<file path="src/rtl/tpll_pkg.sv">
`timescale 1ns / 1ps
// Package for the three-phase PLL tracker: widths, constants, the sine ROM,
// configuration register indexes and the stage control bundle.
// Depends on nothing; every other file of the block imports it.
package tpll_pkg;

	// Sine ROM geometry.
	localparam int SINE_TABLE_BITS = 10;
	localparam int TAB_SIZE        = 1 << SINE_TABLE_BITS;
	localparam int QUARTER         = TAB_SIZE >> 2;

	// One third of a turn in Q0.32.
	localparam logic [31:0] THIRD_TURN = 32'd1431655765;

	// Odd polynomial coefficients of the quarter wave, Q30.
	localparam longint PC1 = 64'sd1686629713;
	localparam longint PC3 = 64'sd693598669;
	localparam longint PC5 = 64'sd85569305;
	localparam longint PC7 = 64'sd5026995;
	localparam longint PC9 = 64'sd172272;

	// Field and datapath widths.
	localparam int VOLT_W   = 16;
	localparam int PU_W     = 17;
	localparam int SINE_W   = 16;
	localparam int PROD_W   = 31;
	localparam int SUM_W    = 32;
	localparam int NUM_W    = 34;
	localparam int M_W      = 20;
	localparam int QERR_W   = 16;
	localparam int FREQ_W   = 32;
	localparam int PHASE_W  = 32;
	localparam int PHOUT_W  = 16;

	// Number of register stages between the sample transfer and the commit.
	localparam int NSTAGE   = 9;

	// Floor division by three of a biased, non-negative 20-bit value.
	localparam int          DIV3_SHIFT = 21;
	localparam logic [19:0] DIV3_MULT  = 20'd699051;
	localparam int          DIV3_BIAS  = 786432;
	localparam int          QUO_BIAS   = 262144;

	// Configuration port.
	localparam int CFG_IDX_W  = 3;
	localparam int CFG_DATA_W = 32;

	typedef enum logic [CFG_IDX_W-1:0] {
		CFG_VOLT_RECIP    = 3'd0,
		CFG_KP_GAIN       = 3'd1,
		CFG_KI_GAIN       = 3'd2,
		CFG_NOMINAL_FREQ  = 3'd3,
		CFG_SAMPLE_PERIOD = 3'd4
	} cfg_idx_t;

	// Register reset values.
	localparam logic [15:0] VOLT_RECIP_RST    = 16'd53942;
	localparam logic [27:0] KP_GAIN_RST       = 28'd2317302;
	localparam logic [27:0] KI_GAIN_RST       = 28'd131329;
	localparam logic [23:0] NOMINAL_FREQ_RST  = 24'd3276800;
	localparam logic [31:0] SAMPLE_PERIOD_RST = 32'd4294967;

	// Load enables of the pipeline stages, one per stage.
	typedef struct packed {
		logic scale;    // s1: per-unit scaling and sine lookup
		logic mul;      // s2: lane products
		logic sum;      // s3: lane merge
		logic recip;    // s4: divide-by-three multiply
		logic sat;      // s5: q error saturation
		logic pi;       // s6: PI gain products
		logic corr;     // s7: correction update
		logic freq;     // s8: frequency
		logic step_mul; // s9: phase step products
		logic commit;   // phase update and result load
	} tpll_ctl_t;

	typedef logic signed [SINE_W-1:0] sine_rom_t [TAB_SIZE];

	// Quarter-wave sine, Q14, from the fixed integer polynomial.
	function automatic longint quarter_sine(longint k);
		longint x;
		longint x2;
		longint r;
		x  = k <<< (32 - SINE_TABLE_BITS);
		x2 = (x * x) >>> 30;
		r  = PC7 - ((x2 * PC9) >>> 30);
		r  = PC5 - ((x2 * r) >>> 30);
		r  = PC3 - ((x2 * r) >>> 30);
		r  = PC1 - ((x2 * r) >>> 30);
		r  = (x * r) >>> 30;
		r  = (r + 64'sd32768) >>> 16;
		if (r > 64'sd16384) begin
			r = 64'sd16384;
		end
		return r;
	endfunction

	// Full-turn table built at elaboration from the quarter wave.
	function automatic sine_rom_t build_sine_rom();
		sine_rom_t rom;
		longint    s;
		int        quad;
		int        k;
		for (int i = 0; i < TAB_SIZE; i++) begin
			quad = i / QUARTER;
			k    = i % QUARTER;
			s    = (quad % 2 == 1) ? quarter_sine(longint'(QUARTER - k))
			                       : quarter_sine(longint'(k));
			if (quad >= 2) begin
				s = -s;
			end
			rom[i] = SINE_W'(s);
		end
		return rom;
	endfunction

	localparam sine_rom_t SINE_ROM = build_sine_rom();

	// Clamp a 34-bit signed value to signed 32 bits.
	function automatic logic signed [31:0] sat32(logic signed [33:0] v);
		if (v > 34'sd2147483647) begin
			return 32'sh7FFFFFFF;
		end else if (v < -34'sd2147483648) begin
			return 32'sh80000000;
		end
		return v[31:0];
	endfunction

endpackage

</file>
<file path="src/rtl/tpll_qerr.sv">
`timescale 1ns / 1ps
// Lane merge: sums the three lane products and forms the saturated q error,
// floor((-2*S + 24576) / 49152), as a shift by 14 and a reciprocal divide by three.
// Depends on tpll_pkg.
module tpll_qerr (
	input  logic                               clk,
	input  tpll_pkg::tpll_ctl_t                ctl,
	input  logic signed [tpll_pkg::PROD_W-1:0] prod_a,
	input  logic signed [tpll_pkg::PROD_W-1:0] prod_b,
	input  logic signed [tpll_pkg::PROD_W-1:0] prod_c,
	output logic signed [tpll_pkg::QERR_W-1:0] q_err
);
	import tpll_pkg::*;

	logic signed [SUM_W-1:0]  sum;
	logic signed [NUM_W-1:0]  num;
	logic signed [M_W-1:0]    m_s3;
	logic signed [M_W:0]      biased;
	logic [39:0]              rm_s4;
	logic signed [M_W-1:0]    quo;
	logic signed [QERR_W-1:0] q_s5;

	// Merge the lanes and take the floor of the numerator over 2^14.
	assign sum = SUM_W'(prod_a) + SUM_W'(prod_b) + SUM_W'(prod_c);
	assign num = NUM_W'(24576) - (NUM_W'(sum) <<< 1);

	always_ff @(posedge clk) begin
		if (ctl.sum) begin
			m_s3 <= num[NUM_W-1:NUM_W-M_W];
		end
	end

	// Bias into the non-negative range so a plain reciprocal multiply gives the floor.
	assign biased = (M_W+1)'(m_s3) + (M_W+1)'(DIV3_BIAS);

	always_ff @(posedge clk) begin
		if (ctl.recip) begin
			rm_s4 <= 40'(biased[M_W-1:0]) * 40'(DIV3_MULT);
		end
	end

	// Remove the bias and clamp to signed 16 bits.
	assign quo = $signed({1'b0, rm_s4[39:DIV3_SHIFT]}) - M_W'(QUO_BIAS);

	always_ff @(posedge clk) begin
		if (ctl.sat) begin
			if (quo > M_W'(32767)) begin
				q_s5 <= 16'sh7FFF;
			end else if (quo < -M_W'(32768)) begin
				q_s5 <= 16'sh8000;
			end else begin
				q_s5 <= quo[QERR_W-1:0];
			end
		end
	end

	assign q_err = q_s5;

endmodule

</file>
<file path="config.mk">
export PLATFORM = sky130hd
export DESIGN_NAME = tpll_qerr
export DESIGN_NICKNAME = d
export VERILOG_FILES = /design/src/rtl/tpll_pkg.sv /design/src/rtl/tpll_qerr.sv
export SDC_FILE = /design/constraint.sdc
export NUM_CORES = 1
export LEC_CHECK = 0
export BUFFER_PORTS_ARGS = -buffer_cell sky130_fd_sc_hd__buf_2
export CAP_MARGIN = 30
export CORE_MARGIN = 4
export CORE_UTILIZATION = 44
export DETAILED_ROUTE_END_ITERATION = 10
export GPL_ROUTABILITY_DRIVEN = 0
export PLACE_DENSITY_LB_ADDON = 0.1
export SLEW_MARGIN = 15
export SYNTH_ARGS = -nofsm -noshare
export SYNTH_HDL_FRONTEND = slang
export SYNTH_SLANG_ARGS = --single-unit
</file>
<file path="constraint.sdc">
create_clock -name clk -period 5.6 [get_ports clk]
set_input_delay 1.68 -clock clk [delete_from_list [all_inputs] [get_ports clk]]
set_output_delay 1.68 -clock clk [all_outputs]
set_load 0.005 [all_outputs]
</file>
==> results <==
- The startpoint type of the worst setup path is a flip-flop.
- Entering global routing, the biggest net connects 21 pins.
- The number of nets handed over by synthesis was 1626.
- The count of flip-flops with a built-in enable after synthesis is 55.
- The sort of element at the end of the critical path is a flip-flop.
- After synthesis, the share of flip-flops with an asynchronous set or reset is 0.
- The initial utilization of the core area, before any placement, comes to 0.4501.
- The vertical extent of the die is 169.2 um.
- The worst setup slack before clock tree synthesis is -0.5146 ns.
- The initial antenna violation count is 1.
- Setup repair after global routing could not meet its margin everywhere.
- The worst hold path belongs to the class reg -> reg.
- For this block, the routed nets add up to 26.38 mm of wire.
- The data required time at the worst endpoint is 5.67 ns.
- The register-to-register setup slack is -0.35 ns.
- STA puts the critical path data arrival time at 6.02 ns.
- The cell depth of the worst min-delay path is 2.
- TritonCTS built the clock tree.
- From synthesis to final layout, the design area changed by 27.91%.
- The filler cells instantiated in the layout total 2289.
- Setup violations remaining at the end of the flow were counted as 16.
- The detailed router's first-iteration violation count is 359.
- Measured on the finished design, the core utilization comes to 0.5758.
- After layout, the worst setup slack is -0.3492 ns.
- The overall die area is 0.02863 mm2.
- The mean routed wirelength per cell is 14.95 um.
- The most common cell type on the critical path is sky130_fd_sc_hd__fa_1.
- The startpoint identified for the worst hold timing path is rm_s4[27].
- The number of global-route vias before repair is 9107.
- The count of final max-slew check failures is 0.
- The flow ran to the end, but the final reports show violations.
- In this run the remaining antenna-violating nets after routing total 0.
- The tree is rooted in a sky130_fd_sc_hd__clkbuf_16.
- Clock skew on the completed layout was measured at 0.009378 ns.
- Clock-pin slew was measured on the worst setup and hold paths at 0.08 ns.
- The final reports fail on negative setup slack.
- The first detailed-routing pass took 4 iterations.
- The category of the critical setup timing path is reg -> reg.
- The critical path goes through ha_4, ha_4, inv_2, fa_1, inv_2, fa_1, fa_1, fa_1, inv_2, fa_1, inv_2, ha_4, nand3_4, nor2_2, a211oi_2, o41ai_2, buf_4, a41oi_4, o21a_2, buf_6, o21a_1, nor2b_2, a311oi_1, nor2_1.
- The post-synthesis instance area is 0.01143 mm2.
- Each instance of the synthesized netlist takes up on average 10.05 um2.
- The clock drives 55 sinks.
- The H-tree was split into 2 levels.
- The netlist uses 64 different library cells.
- At the end of the flow, the number of nets in the layout was 1921.
- In this run the standard cell core region covers 0.02540 mm2.
- For this run, design rule violations remaining after detail routing come to 0.
- Together, buffers and inverters on the worst path number 6.
- The time the worst path needs with I/O delays and setup is 5.949 ns.
- The via total after detailed routing is 8775.
- The commonest register cell after synthesis is sky130_fd_sc_hd__edfxtp_1.
- Measured against its own limit, the worst slew margin works out to 0.6361.
- The post-DP HPWL is 23.73 mm.
- The total routing resource utilization after global routing is 0.1898.
- The number of cell rows is 58.
- Dividing the detail-routed via count by the number of cells gives 4.972.
- Summed over all layers, the global routing overflow is 0.
- The maximum cell stage delay along the critical path is 0.53 ns.
- After clock tree synthesis, the flow added hold-fix buffers numbering 0.
- The global-route wire length before repair is 44.16 mm.
- The number of top-level pins is 120.
- The clock reaches the later pin of the worst-skew pair after 0.31 ns.
- The fraction of the yosys area taken by sequential cells is 0.1445.
- The synthesized design contains 55 register bits.
- During placement, the flow inserted port buffers numbering 112.
- The cell family contributing the most delay on the critical path is adder cells.
- The synthesized netlist cell count is 1138.
- The final-report hold violation count came to 0.
- The total number of yosys warnings is 0.
- The max capacitance violation total is 0.
- For the worst flop-to-flop path, the logic depth is 24.
- Buffers inserted during clock tree synthesis total 5.
- The transition time of the tightest slew-check pin is 0.5401 ns.
- The largest fanout on the critical path is 4.
- The portion of the clock cycle consumed by the worst path in the final layout is 1.062.
- Counting along the longest clock path gives a buffer depth of 2.
- Measured along the x axis, the die boundary spans 169.2 um.
- The worst hold slack is 0.5413 ns.
- The share of final-layout standard cells stronger than drive strength 1 is 0.2873.
- The maximum clock frequency is 168.1 MHz.
- The capturing point of the worst reg2reg path is rm_s4[34].
- The terminating pin of the worst hold path is q_err[6].
- The worst register-to-register path begins at m_s3[8].
- The standard cell with the maximum stage delay on the critical path is sky130_fd_sc_hd__fa_1.
==> cells in the final DEF (no fill, tap or decap), drive strengths merged, types with 4 or more instances in the layout <==
cell type,n
nor2,75
o211ai,8
a211oi,8
nor3,16
o2111ai,4
xor2,23
a21o,24
and2,11
or2,6
nand3,14
and3,6
nand2,32
a31oi,10
nor2b,7
nor4,4
o21ai,25
o21a,5
nand2b,6
a2111oi,5
a21oi,40
fa,167
o31ai,6
edfxtp,55
nand4,8
buf,304
xnor2,33
ha,217
o21bai,5
clkbuf,5
inv,256
==> per-layer routing <==
metal,vias up,wire length [um],GRT usage
met5,-,0,0
met1,4227,12150,0.2708
met3,15,1010,0.01351
li1,4393,-,-
met2,140,12920,0.3300
met4,0,301,0.02205
==> logic make-up after synthesis <==
kind of cell	share of synthesized area
adders and majority gates	0.5299
buffers and inverters	0.08963
and+or+nand+nor	0.08591
AOI/OAI and AO/OA	0.1054
xor gates and xnor gates	0.04290
DFF	0.1445
muxes	0.001860
==> flip-flops by register name, indices dropped and copies added (netlist names) <==
name	cells
q_err	16
rm_s4	19
m_s3	20
==> synth_stat cells, drive strengths merged (14+ instances only) <==
library cell | instances | area [um2]
a21o | 24 | 180.2
a21oi | 40 | 200.2
edfxtp | 55 | 1652
fa | 167 | 3343
ha | 217 | 2715
inv | 255 | 957.2
nand2 | 32 | 120.1
nand3 | 14 | 70.07
nor2 | 75 | 281.5
nor3 | 16 | 80.08
o21ai | 25 | 125.1
xnor2 | 33 | 289.0
xor2 | 23 | 201.4
==> worst max-delay path by stage <==
| stage | endpoint | start | slack (ns) | depth (start not counted) |
|---|---|---|---|---|
| 3_5_place_dp | rm_s4[33] | m_s3[5] | -0.51 | 23 |
| 4_1_cts | rm_s4[39] | m_s3[4] | -0.34 | 24 |
| 2_1_floorplan | rm_s4[33] | m_s3[8] | -0.02 | 19 |
| 6_report | rm_s4[34] | m_s3[8] | -0.35 | 24 |
| 5_1_grt | rm_s4[34] | m_s3[4] | -0.57 | 22 |
| 3_3_place_gp | rm_s4[33] | m_s3[5] | -0.51 | 23 |
==> worst register-to-register path, delay by kind of cell, from the launching register on <==
family / cells / cell delay, ns
adder cells (fa/ha/maj): 8 / 3.27
buffers and inverters: 6 / 0.48
AO/OA/AOI/OAI: 6 / 1.21
flip-flops: 1 / 0.51
AND/OR/NAND/NOR: 4 / 0.26
==> area by class of cell <==
class | count | area (um2) | share of cell area
Multi-Input combinational cell | 812 | 9398 | 0.6426
Timing Repair Buffer | 304 | 2043 | 0.1397
Sequential cell | 55 | 1652 | 0.1129
Inverter | 255 | 957.2 | 0.06545
Tap cell | 330 | 412.9 | 0.02823
Clock buffer | 5 | 125.1 | 0.008556
Clock inverter | 3 | 33.78 | 0.002310
Antenna cell | 1 | 2.502 | 0.0001711
==> per-stage QoR <==
step	TNS (ns)	cell area [um2]	std cells
2_1_floorplan	-0.03573	11720	1138
3_3_place_gp	-5.454	13920	1736
3_5_place_dp	-5.725	13920	1736
4_1_cts	-3.230	14380	1757
5_1_grt	-7.943	14620	1764
6_report	-4.090	14620	1765
==> repair_timing <==
| action | CTS | global route |
|---|---|---|
| setup buffers | 13 | 6 |
| setup endpoints to repair | 17 | 21 |
| endpoints found under the hold margin | 0 | 0 |
| pin swaps | 36 | 16 |
| resized for setup | 43 | 37 |
Power is not shown: default switching activity piles up to over one toggle a cycle in this logic, so the estimate is an artifact.
